===== src/sparse_matrix_row_store_unit_assert.svh =====
// assertion macros for the sparse matrix row store
// used by the top level only, no other dependencies
`ifndef SPARSE_MATRIX_ROW_STORE_UNIT_ASSERT_SVH
`define SPARSE_MATRIX_ROW_STORE_UNIT_ASSERT_SVH

// consequent checked in the same cycle as the antecedent
`define SMRS_ASSERT_NOW(label, clk, rst, ante, cons, msg) \
   label: assert property (@(posedge clk) disable iff (rst) (ante) |-> (cons)) \
      else $error(msg);

// consequent checked in the cycle after the antecedent
`define SMRS_ASSERT_NEXT(label, clk, rst, ante, cons, msg) \
   label: assert property (@(posedge clk) disable iff (rst) (ante) |=> (cons)) \
      else $error(msg);

`endif


===== src/smrs_pkg.sv =====
// shared types and constants of the sparse matrix row store
// no dependencies
package smrs_pkg;

   localparam int TYPE_W    = 2;
   localparam int ROW_W     = 5;
   localparam int COL_W     = 5;
   localparam int VAL_W     = 32;
   localparam int CSR_W     = 6;
   localparam int CSR_IDX_W = 1;

   localparam logic [CSR_W-1:0] CSR_ROWS_RESET = 6'd32;
   localparam logic [CSR_W-1:0] CSR_COLS_RESET = 6'd32;

   typedef enum logic [TYPE_W-1:0] {
      REQ_WRITE  = 2'd0,
      REQ_READ   = 2'd1,
      REQ_SEARCH = 2'd2,
      REQ_LIST   = 2'd3
   } req_kind_type;

   typedef enum logic [CSR_IDX_W-1:0] {
      CSR_ROWS = 1'b0,
      CSR_COLS = 1'b1
   } csr_idx_type;

   typedef enum logic [3:0] {
      ST_CLEAR,
      ST_IDLE,
      ST_DECODE,
      ST_RESULT,
      ST_SRCH_RUN,
      ST_SRCH_DRAIN,
      ST_LIST_LOAD,
      ST_LIST_SCAN,
      ST_LIST_EMIT
   } ctrl_state_type;

   typedef struct packed {
      logic cap;
      logic rd_req;
      logic scan_step;
      logic list_load;
      logic list_rd;
      logic list_skip;
      logic emit_single;
      logic emit_entry;
      logic clr_step;
   } ctrl_cmd_type;

   typedef struct packed {
      req_kind_type kind;
      logic         clr_last;
      logic         row_ok;
      logic         scan_none;
      logic         scan_last;
      logic         list_none;
      logic         list_bit;
      logic         entry_last;
      logic         out_free;
   } dp_status_type;

endpackage


===== src/smrs_ctrl.sv =====
// sequencer of the sparse matrix row store
// depends on smrs_pkg, drives the datapath by command bits
module smrs_ctrl (
   input  logic                   clock,
   input  logic                   reset,
   input  logic                   req_valid,
   output logic                   req_ready,
   output smrs_pkg::ctrl_cmd_type cmd,
   input  smrs_pkg::dp_status_type status
);
   import smrs_pkg::*;

   ctrl_state_type state_ff, state_in;

   always_ff @(posedge clock) begin
      if (reset) begin
         state_ff <= ST_CLEAR;
      end else begin
         state_ff <= state_in;
      end
   end

   always_comb begin
      state_in  = state_ff;
      cmd       = '0;
      req_ready = 1'b0;
      unique case (state_ff)
         ST_CLEAR: begin
            cmd.clr_step = 1'b1;
            if (status.clr_last) begin
               state_in = ST_IDLE;
            end
         end
         ST_IDLE: begin
            req_ready = 1'b1;
            if (req_valid) begin
               cmd.cap  = 1'b1;
               state_in = ST_DECODE;
            end
         end
         ST_DECODE: begin
            cmd.rd_req = 1'b1;
            unique case (status.kind)
               REQ_WRITE, REQ_READ: state_in = ST_RESULT;
               REQ_LIST:            state_in = status.row_ok ? ST_LIST_LOAD : ST_RESULT;
               REQ_SEARCH:          state_in = status.scan_none ? ST_RESULT : ST_SRCH_RUN;
               default:             state_in = ST_RESULT;
            endcase
         end
         ST_SRCH_RUN: begin
            cmd.scan_step = 1'b1;
            if (status.scan_last) begin
               state_in = ST_SRCH_DRAIN;
            end
         end
         ST_SRCH_DRAIN: begin
            state_in = ST_RESULT;
         end
         ST_RESULT: begin
            if (status.out_free) begin
               cmd.emit_single = 1'b1;
               state_in        = ST_IDLE;
            end
         end
         ST_LIST_LOAD: begin
            cmd.list_load = 1'b1;
            state_in      = status.list_none ? ST_RESULT : ST_LIST_SCAN;
         end
         ST_LIST_SCAN: begin
            if (status.list_bit) begin
               cmd.list_rd = 1'b1;
               state_in    = ST_LIST_EMIT;
            end else begin
               cmd.list_skip = 1'b1;
            end
         end
         ST_LIST_EMIT: begin
            if (status.out_free) begin
               cmd.emit_entry = 1'b1;
               state_in       = status.entry_last ? ST_IDLE : ST_LIST_SCAN;
            end
         end
         default: begin
            state_in = ST_IDLE;
         end
      endcase
   end

endmodule


===== config.mk =====
export PLATFORM = sky130hd
export DESIGN_NAME = smrs_ctrl
export DESIGN_NICKNAME = d
export VERILOG_FILES = /design/src/sparse_matrix_row_store_unit_assert.svh /design/src/smrs_pkg.sv /design/src/smrs_ctrl.sv
export SDC_FILE = /design/constraint.sdc
export NUM_CORES = 1
export LEC_CHECK = 0
export ABC_AREA = 1
export BUFFER_PORTS_ARGS = -buffer_cell sky130_fd_sc_hd__buf_2
export CORE_AREA = 5 5 42 44
export DETAILED_ROUTE_END_ITERATION = 12
export DIE_AREA = 0 0 47 49
export HOLD_SLACK_MARGIN = 0.03
export PLACE_DENSITY = 0.71
export SYNTH_ARGS = -nofsm -noshare
export SYNTH_HDL_FRONTEND = slang
export SYNTH_SLANG_ARGS = --single-unit

===== constraint.sdc =====
create_clock -name clock -period 3.4 [get_ports clock]
set_input_delay 0.51 -clock clock [delete_from_list [all_inputs] [get_ports clock]]
set_output_delay 0.51 -clock clock [all_outputs]
set_load 0.1 [all_outputs]

## Word-level counts from Yosys, hierarchy flattened

Index checks and enable logic that the tools add are counted.

| operators by class | value |
|---|---|
| reduce and logical (&&, ||, !) cells | 4 |
| equality and inequality tests | 17 |
| mux-type cells | 25 |

Operators with widths:

| kind | count |
|---|---|
| case mux 4 bit (9 select lines) | 1 |
| 2-to-1 mux 4 bit | 6 |
| equality test 4 x 3 -> 1 bit (second input constant) | 4 |
| 2-to-1 mux 1 bit | 12 |
| 2-to-1 mux 3 bit | 4 |
| inequality test 2 bit (second input constant) | 6 |
| case mux 4 bit (3 select lines) | 1 |
| equality test 4 x 2 -> 1 bit (second input constant) | 2 |
| AND reduction 6 bit | 1 |
| equality test 2 bit (second input constant) | 2 |
| equality test 4 x 1 -> 1 bit (second input constant) | 1 |
| equality test 4 bit (second input constant) | 1 |
| logical NOT 4 bit | 1 |
| equality test 2 x 1 -> 1 bit (second input constant) | 1 |
| logical NOT 2 bit | 1 |
| 2-to-1 mux 2 bit | 1 |
| OR reduction 2 bit | 1 |

| word-level totals | value |
|---|---|
| output and inout bits | 10 |
| register bits after elaboration | 4 |
| bits of input ports | 13 |

## Depth between registers and ports, before layout

Gate-level depths: netlist of run 1.

| logic depth | value |
|---|---|
| depth in word-level cells | 4 |
| mapped depth | 10 |

## Worst setup path before layout of run 1

No wires, ideal clock.

| path | value |
|---|---|
| path type | input to output |
| from | in status[0] (netlist name) |
| to | out cmd[2] (netlist name) |
| data required time | 2.890 ns |
| buffers on the path | 0 |
| cell stages on the path | 2 |
| data arrival time | 2.635 ns |
| setup slack | 0.255 ns |
| cells stage by stage | inv_1 -> nor3_1 |

RTL lines:

| what | line | source |
|---|---|---|
| from (decl) | smrs_ctrl.sv:9 | `input smrs_pkg::dp_status_type status` |
| to (decl) | smrs_ctrl.sv:8 | `output smrs_pkg::ctrl_cmd_type cmd,` |

==> flow_summary.json, run 1 <==
{
  "outcome": "complete, no violations",
  "yosysSeqAreaShare_pct": 17.44,
  "timing.fmax_ghz": 0.4991,
  "setup_violations": 0,
  "die-area_um2": 2303,
  "fp-row-count": 14,
  "vias": 545,
  "crit_path_start_kind": "flip-flop",
  "critPathMaxStageDelay_ns": 0.43,
  "worst_path_dominant_cell_family": "simple AND/OR/NAND/NOR gates",
  "detail_route.first_pass.iterations": 4,
  "crit_cells": 4,
  "routabilityCongestion": 0.8343,
  "end_kind": "output pin",
  "htreeDepth": 1,
  "antenna_found_initial": 0,
  "numClockSinks": 4,
  "grt_pass1_vias": 525,
  "hp-class": "in2reg",
  "antenna_cells": 0,
  "vdd_drop_max_uv": 333.2,
  "grt_remaining_overflow": 0,
  "grt_setup_unrepaired": "false",
  "place_area_um2": 589.3,
  "p_total_mw": 0.4739,
  "setup_tns_ns": 0,
  "yosys_warnings": 0,
  "worst_pin_slew_ns": 0.4870,
  "synth_nets": 95,
  "cp.buffers_inverters": 1,
  "p_int_mw": 0.1736,
  "worstReg2RegEnd": "state_ff[0]$_SDFFE_PP0P_",
  "final.period_utilization_pct": 58.93,
  "cts_inserted_buffers": 3,
  "place_inst": 120,
  "total_leakage_power_nw": 0.3769,
  "share_comb_of_total_power_pct": 72.8,
  "worst_path_max_delay_cell": "buf_2",
  "largest_reg_flops": 4,
  "wl_per_cell_um": 9.098,
  "drv_slew": 0,
  "p_per_area_nw_per_um2": 774.5,
  "whs_ns": 0.4855,
  "cts_tree": "built",
  "clock-root-buffer": "clkbuf_4",
  "dpl.hpwl_um": 988.8,
  "syn_area_um2": 459.2,
  "maxCapViolations": 0,
  "pwr-share-seq_pct": 15.5,
  "critPathCapture": "cmd[1]",
  "crit_chain": "nor2_2 > nand2_1 > nor2_1 > buf_2",
  "grt_use_total_pct": 11.13,
  "drc": 0,
  "worstPathArrival_ns": 1.49,
  "synth_cell_types": 15,
  "die_y_um": 49,
  "top_register": "state_ff",
  "power.share.switching_pct": 63.36,
  "crit_start": "state_ff[0]$_SDFFE_PP0P_",
  "skew_ns": 0.003080,
  "worstPathMaxFanout": 6,
  "clkSlewWorstSetupHoldPaths_ns": 0.04,
  "ios": 23,
  "grt_max_degree": 7,
  "finalHoldViolCount": 0,
  "syn_area_per_cell_um2": 5.600,
  "wl_um": 1119,
  "r2r_cells": 7,
  "ys_ff_latch": 4,
  "layout-drive-gt1-share_pct": 36.45,
  "ant_nets": 0,
  "start_util_pct": 32.77,
  "reg.largest.list": "state_ff (4)",
  "cts_resized": 0,
  "r2r_start": "state_ff[0]$_SDFFE_PP0P_",
  "die-width_um": 47,
  "nNetsFinal": 122,
  "ctsLongestPathBuffers": 2,
  "ctsHoldBuffers": 0,
  "clkPwrFrac_pct": 11.7,
  "fin_cells": 123,
  "worst-r2r-setup-slack_ns": 2.15,
  "postSynthCellCount": 82,
  "timing.setup.critical_path_class": "reg2out",
  "period_needed_ns": 2.003,
  "numPortBuffers": 22,
  "post-cts-setup-buffer-count": 0,
  "drt_iter0_drc": 8,
  "required_ns": 2.89,
  "stdcell_area_um2": 611.8,
  "area_delta_synth_final_pct": 33.24,
  "grt_pass1_wl_um": 1966,
  "core_area_um2": 1401,
  "power.switching_mw": 0.3003,
  "clk_latency_ns": 0.23,
  "slew_headroom_pct": 67.75,
  "via_per_inst": 4.431
}
-- cell type report --
type	instances	area, um2
Clock buffer	3	22.52
Inverter	18	67.56
Sequential cell	4	80.08
Timing Repair Buffer	22	110.1
Fill cell	162	789.5
Tap cell	16	20.02
Multi-Input combinational cell	60	311.5
-- worst min-delay path by stage --
stage	start	to	slack (ns)	cells after the start
finish	reset	state_ff[2]$_SDFFE_PP0P_	0.49	2
global route	reset	state_ff[2]$_SDFFE_PP0P_	0.49	2
CTS	reset	state_ff[2]$_SDFFE_PP0P_	0.48	2
detailed placement	state_ff[2]$_SDFFE_PP0P_	state_ff[2]$_SDFFE_PP0P_	0.54	2
global placement	state_ff[2]$_SDFFE_PP0P_	state_ff[2]$_SDFFE_PP0P_	0.53	2
floorplan	state_ff[2]$_SDFFE_PP0P_	state_ff[2]$_SDFFE_PP0P_	0.50	2
-- synth_stat cells --
master    number  area share [%]
a21oi_1        2             2.2
a21oi_2        1             1.9
dfxtp_1        4              17
inv_1         16              13
inv_2          2             1.6
nand2_1       19              16
nand2_2        3             4.1
nand2_4        1             2.5
nand3_1       11              12
nand3b_1       3             4.9
nand4_1        2             2.7
nor2_1        10             8.2
nor2_2         4             5.4
nor2_4         3             7.4
nor3_1         1             1.1
-- worst register-to-register path, cell delays in order (launching register included) --
cell and delay (ns):
dfxtp_1 0.44, nor2_2 0.12, nand3b_1 0.11, nand2_2 0.08, nor2_4 0.16, nand3_1 0.09
nor2_1 0.10, nor2_1 0.04
-- metrics by stage --
stage          setup slack (ns)  utilization (%)
5_1_grt                   1.287            43.66
3_5_place_dp              1.629            42.05
2_1_floorplan            0.2550                -
3_3_place_gp              1.635            42.05
6_report                  1.397            43.66
4_1_cts                   1.382            43.66
-- cell families after synthesis --
| group | count (synthesis) | share of synthesized area (%) |
|---|---|---|
| simple gates | 57 | 63.76 |
| compound gates | 3 | 4.088 |
| flops | 4 | 17.44 |
| buf+inv | 18 | 14.72 |
-- metal layers --
layer  global-route usage (%)  part of all wire (%)
met5                        0                     0
met2                    16.97                    47
met1                    14.98                    46
met4                    5.530                     0
met3                    1.107                   7.1
-- layout by cell type (no fill, tap or decap), types with 3 or more instances in the layout --
| master | n |
|---|---|
| buf_2 | 22 |
| clkbuf_4 | 3 |
| dfxtp_1 | 4 |
| inv_1 | 16 |
| nand2_1 | 19 |
| nand2_2 | 3 |
| nand3_1 | 11 |
| nand3b_1 | 3 |
| nor2_1 | 10 |
| nor2_2 | 4 |
| nor2_4 | 3 |
-- power groups by stage --
stage / registers [mW] / logic, mW / clock network, mW
final: 0.0737 / 0.345 / 0.0553
after global routing: 0.0764 / 0.375 / 0.0625
after detailed placement: 0.0737 / 0.346 / 0
after global placement: 0.0737 / 0.344 / 0
after floorplan: 0.0709 / 0.297 / 0
after CTS: 0.0730 / 0.348 / 0.0589
Power figures use the tool's default switching activity.
==> run 2: changes to the inputs <==
--- a/config.mk
+++ b/config.mk
@@ -5,13 +5,13 @@
 export SDC_FILE = /design/constraint.sdc
 export NUM_CORES = 1
 export LEC_CHECK = 0
-export ABC_AREA = 1
+export ABC_AREA = 0
 export BUFFER_PORTS_ARGS = -buffer_cell sky130_fd_sc_hd__buf_2
 export CORE_AREA = 5 5 42 44
 export DETAILED_ROUTE_END_ITERATION = 12
 export DIE_AREA = 0 0 47 49
 export HOLD_SLACK_MARGIN = 0.03
-export PLACE_DENSITY = 0.71
+export PLACE_DENSITY = 0.67
 export SYNTH_ARGS = -nofsm -noshare
 export SYNTH_HDL_FRONTEND = slang
 export SYNTH_SLANG_ARGS = --single-unit
==> constraint.sdc (replaced) <==
create_clock -name clock -period 2.1 [get_ports clock]
set_input_delay 0.315 -clock clock [delete_from_list [all_inputs] [get_ports clock]]
set_output_delay 0.315 -clock clock [all_outputs]
set_load 0.1 [all_outputs]
==> run 2 against run 1 <==
Effect of this change:
- worst setup slack lost 1.3 ns
- sequential share of layout area about the same
- clock-buffer cell count stayed put
- synthesized cell count is 29% lower
- via count fell by 5.9%
- flip-flop and latch count is the same
- final area increased by 1.8%
- area after synthesis shrank 11%
- largest cell class unchanged
- critical path depth did not move
==> flow_summary.json, run 2 <==
{
  "synth_nets": 71,
  "syn_area_um2": 407.9,
  "ctsHoldBuffers": 0,
  "period_needed_ns": 2.009,
  "synth_top_cells_by_count": "8 x nor2_1, 6 x nor3_1, 4 x a21oi_1, 4 x dfxtp_1",
  "core_area_um2": 1401,
  "stdcell_area_um2": 623.1,
  "antenna_cells": 0,
  "crit_path_start_kind": "flip-flop",
  "synth_cell_types": 31,
  "grt_setup_unrepaired": "false",
  "largest_reg_flops": 4,
  "syn_area_per_cell_um2": 7.033,
  "required_ns": 1.78,
  "synthFlopType": "dfxtp_1",
  "drt_iter0_drc": 5,
  "layout-drive-gt1-share_pct": 50.00,
  "maxCapViolations": 0,
  "yosysSeqAreaShare_pct": 19.63,
  "grt_pass1_vias": 470,
  "area_delta_synth_final_pct": 52.76,
  "slew_headroom_pct": 67.65,
  "cts_tree": "built",
  "synth_most_common_cell": "nor2_1",
  "p_per_area_nw_per_um2": 776.5,
  "seqCellArea_um2": 81.33,
  "numClockSinks": 4,
  "nNetsFinal": 95,
  "vdd_drop_max_uv": 433.9,
  "clock-root-buffer": "clkbuf_4",
  "place_area_um2": 599.3,
  "worstPathArrival_ns": 1.69,
  "drv_slew": 0,
  "timing.fmax_ghz": 0.4976,
  "detail_route.first_pass.iterations": 4,
  "grt_pass1_wl_um": 1980,
  "layout_commonest_cell": "buf_2",
  "postSynthCellCount": 58,
  "skew_ns": 0.0005976,
  "via_per_inst": 5.344,
  "vias": 513,
  "final.period_utilization_pct": 95.69,
  "synth_top_area_share_pct": 19.63,
  "hp-class": "in2reg",
  "yosysTopAreaCell": "dfxtp_1",
  "multiInputGateArea_um2": 340.3,
  "ant_nets": 0,
  "ios": 23,
  "antenna_found_initial": 0,
  "dpl.hpwl_um": 941.6,
  "end_kind": "output pin",
  "yosys_warnings": 0,
  "die-width_um": 47,
  "total_leakage_power_nw": 0.2810,
  "die_y_um": 49,
  "die-area_um2": 2303,
  "htreeDepth": 1,
  "clk_latency_ns": 0.23,
  "ys_ff_latch": 4,
  "synth_edf_count": 0,
  "synth_area_leaders": "dfxtp_1 20%, nor3_1 7.4%, nor2_1 7.4%",
  "cts_inserted_buffers": 3,
  "worst_pin_slew_ns": 0.4846,
  "numPortBuffers": 22,
  "wl_um": 1201,
  "setup_violations": 0,
  "mostFrequentLayoutCells": "20 x buf_2, 7 x nor2_1, 4 x nor3_2, 4 x a21oi_1",
  "async_flop_share_pct": 0,
  "p_total_mw": 0.4838,
  "ctsLongestPathBuffers": 2,
  "fp-row-count": 14,
  "setup_tns_ns": 0,
  "start_util_pct": 29.11,
  "drc": 0,
  "routabilityCongestion": 0.8434,
  "wl_per_cell_um": 12.51,
  "fillers": 153,
  "finalHoldViolCount": 0,
  "clkSlewWorstSetupHoldPaths_ns": 0.04,
  "reg.largest.list": "state_ff (4)",
  "outcome": "complete, no violations",
  "grt_remaining_overflow": 0,
  "worstPathMaxFanout": 14,
  "grt_use_total_pct": 11.27,
  "timing.setup.critical_path_class": "reg2out",
  "top_register": "state_ff",
  "grt_max_degree": 17
}
run 2: final timing paths:
kind	startpoint	to	slack, ns	depth (start not counted)
worst min-delay path	reset	state_ff[2]$_SDFFE_PP0P_	0.28	2
worst min register to register	state_ff[2]$_SDFFE_PP0P_	state_ff[2]$_SDFFE_PP0P_	0.61	2
worst max register to register	state_ff[0]$_SDFFE_PP0P_	state_ff[2]$_SDFFE_PP0P_	0.41	4
worst max-delay path	state_ff[1]$_SDFFE_PP0P_	cmd[8]	0.09	4
run 2: worst max-delay path, stage by stage (launching register included):
cell and delay, ns:
dfxtp_1 0.61, inv_1 0.16, and3_2 0.23, and2_2 0.18
buf_2 0.28
run 2: report_power, final:
part	total [mW]	leakage, nW	internal [mW]	switching (mW)
Combinational	0.269	0.234	0.0678	0.201
Sequential	0.120	0.0332	0.0856	0.0348
Clock	0.0946	0.0138	0.0639	0.0307
run 2: final cells by class:
class                           count  share of cell area [%]
Multi-Input combinational cell     47                   54.62
Timing Repair Buffer               23                   23.69
Tap cell                           16                   3.213
Inverter                            3                   1.807
Sequential cell                     4                   13.05
Clock buffer                        3                   3.614
run 2: kinds of logic after synthesis:
group | Yosys count | synth area share (%)
AND/OR/NAND/NOR | 33 | 47.55
buffers and inverters | 7 | 8.895
flip-flops | 4 | 19.63
AO/OA/AOI/OAI | 14 | 23.93
run 2: metal layers:
layer	up-vias	part of all wire, %	GRT usage, %	routed length, um
met4	0	0	2.765	0
met3	0	7.7	4.428	93
met1	236	39	13.85	465
met5	-	0	0	0
met2	16	53	17.87	642
li1	261	-	-	-
run 2: stage by stage:
step,utilization (%),hold WS [ns],cells,setup WS [ns]
floorplan,-,0.3841,58,-0.5238
global placement,42.77,0.5258,93,0.3436
detailed placement,42.77,0.5303,93,0.2951
CTS,44.38,0.2807,96,0.04637
global route,44.46,0.3052,96,0.002503
finish,44.46,0.2839,96,0.09051
run 2: what timing repair did:
item / CTS / global route
buffers inserted: 0 / 0
endpoints found under the setup margin: 0 / 2
gates resized for setup: 0 / 1
==> run 3: changes to the inputs <==
--- a/config.mk
+++ b/config.mk
@@ -12,6 +12,7 @@
 export DIE_AREA = 0 0 47 49
 export HOLD_SLACK_MARGIN = 0.03
 export PLACE_DENSITY = 0.67
+export REMOVE_ABC_BUFFERS = 1
 export SYNTH_ARGS = -nofsm -noshare
 export SYNTH_HDL_FRONTEND = slang
 export SYNTH_SLANG_ARGS = --single-unit
==> run 3 against run 2 <==
Effect of this change:
- non-clock buffer count is 1 lower
- critical path depth stayed put
- final area is 11% lower
- via count is 4.5% lower
- combinational power is 3% lower
- hold slack better by 0.0039 ns
- sequential power is 3% lower
- die area stayed put
- sequential share of layout area is 1.4 points higher
- first-iteration DRC count is 40% higher
- critical endpoint unchanged
- highest routed layer unchanged
==> flow_summary.json, run 3 (synthesized netlist as in run 2, its figures left out) <==
{
  "ctsLongestPathBuffers": 2,
  "die-width_um": 47,
  "final.period_utilization_pct": 94.92,
  "fp-row-count": 14,
  "finalHoldViolCount": 0,
  "layout-drive-gt1-share_pct": 37.97,
  "wl_per_cell_um": 11.55,
  "antenna_found_initial": 0,
  "total_leakage_power_nw": 0.2436,
  "worstPathArrival_ns": 1.68,
  "skew_ns": 0.007142,
  "worst_pin_slew_ns": 0.4886,
  "vdd_drop_max_uv": 391.5,
  "maxCapViolations": 0,
  "crit_chain": "nor2_1 > and3_1 > and2_1 > buf_2",
  "numClockSinks": 4,
  "antenna_cells": 0,
  "cp.buffers_inverters": 1,
  "setup_violations": 0,
  "ant_nets": 0,
  "cts_tree": "built",
  "die_y_um": 49,
  "ctsHoldBuffers": 0,
  "wl_um": 1097,
  "hold_start": "reset",
  "hold-path-endpoint": "state_ff[0]$_SDFFE_PP0P_",
  "reg.largest.list": "state_ff (4)",
  "ios": 23,
  "period_needed_ns": 1.993,
  "clkSlewWorstSetupHoldPaths_ns": 0.04,
  "grt_max_degree": 17,
  "end_kind": "output pin",
  "grt_pass1_wl_um": 1593,
  "whs_path_depth": 2,
  "required_ns": 1.78,
  "via_per_inst": 5.158,
  "dpl.hpwl_um": 847.2,
  "fillers": 156,
  "r2r_start": "state_ff[2]$_SDFFE_PP0P_",
  "vias": 490,
  "top_register": "state_ff",
  "worst_path_max_delay_cell": "dfxtp_1",
  "worst_path_dominant_cell_family": "simple AND/OR/NAND/NOR gates",
  "crit_path_start_kind": "flip-flop",
  "place_inst": 92,
  "hp-class": "in2reg",
  "r2r_cells": 5,
  "setup_slack_ns": 0.1067,
  "worstPathMaxFanout": 14,
  "timing.fmax_ghz": 0.5017,
  "outcome": "complete, no violations",
  "worstReg2RegEnd": "state_ff[0]$_SDFFE_PP0P_",
  "numPortBuffers": 22,
  "drt_iter0_drc": 7,
  "clock-root-buffer": "clkbuf_4",
  "slew_headroom_pct": 67.65,
  "routabilityCongestion": 0.7219,
  "cts_inserted_buffers": 3,
  "die-area_um2": 2303,
  "nNetsFinal": 94,
  "drc": 0,
  "grt_use_total_pct": 9.437,
  "mostFrequentLayoutCells": "21 x buf_2, 8 x nor2_1, 5 x nor3_1",
  "grt_remaining_overflow": 0,
  "grt_setup_unrepaired": "false",
  "multiInputGateArea_um2": 296.5,
  "largest_reg_flops": 4,
  "drv_slew": 0,
  "critPathMaxStageDelay_ns": 0.44,
  "htreeDepth": 1,
  "fin_cells": 95,
  "grt_pass1_vias": 379,
  "place_ws_ns": 0.3644,
  "area_delta_synth_final_pct": 36.20,
  "seqCellArea_um2": 80.08,
  "clk_latency_ns": 0.24,
  "detail_route.first_pass.iterations": 4,
  "timing.setup.critical_path_class": "reg2out",
  "start_util_pct": 29.11,
  "layout_commonest_cell": "buf_2",
  "p_per_area_nw_per_um2": 848.1,
  "core_area_um2": 1401,
  "worst-r2r-setup-slack_ns": 0.52
}
run 3: stage by stage:
step | util [%] | power, mW | area (um2) | TNS (ns) | hold slack, ns
final | 39.64 | 0.4711 | 555.5 | 0 | 0.2878
after global routing | 39.64 | 0.5007 | 555.5 | 0 | 0.2847
after CTS | 39.29 | 0.4774 | 550.5 | 0 | 0.2838
after detailed placement | 37.68 | 0.3771 | 528.0 | 0 | 0.5382
after global placement | 37.68 | 0.3742 | 528.0 | 0 | 0.5314
after floorplan | - | 0.3259 | 382.9 | -7.941 | 0.3841
run 3: worst max path at each step:
stage / start / to / slack, ns / cells after the start
6_report: state_ff[2]$_SDFFE_PP0P_ / cmd[8] / 0.11 / 4
5_1_grt: state_ff[2]$_SDFFE_PP0P_ / cmd[3] / 0.03 / 3
4_1_cts: state_ff[2]$_SDFFE_PP0P_ / cmd[8] / 0.12 / 4
3_5_place_dp: state_ff[3]$_SDFFE_PP0P_ / cmd[8] / 0.36 / 4
3_3_place_gp: state_ff[2]$_SDFFE_PP0P_ / cmd[4] / 0.38 / 3
2_1_floorplan: state_ff[0]$_SDFFE_PP0P_ / cmd[0] / -1.55 / 1
run 3: cell type report:
class / instances / share of cell area [%]
sequential: 4 / 14.41
inverter: 3 / 2.027
clock buffer: 3 / 4.054
tap: 16 / 3.604
timing repair buffer: 22 / 22.52
multi-input combinational: 47 / 53.38
run 3: layer usage:
layer,GRT usage (%),wire length [um],up-vias
met4,2.765,0,0
met1,12.75,462,208
met3,6.642,143,0
met5,0,0,-
li1,-,-,261
met2,11.76,491,21
run 3: repair_timing:
item / CTS / global route
setup endpoints to repair: 0 / 1
gates resized for setup: 0 / 1
setup buffers: 0 / 0
run 3: report_power, final:
group / total, mW / internal (mW) / switching, mW
Combinational: 0.260 / 0.0622 / 0.197
Clock: 0.0958 / 0.0639 / 0.0318
Sequential: 0.116 / 0.0855 / 0.0303
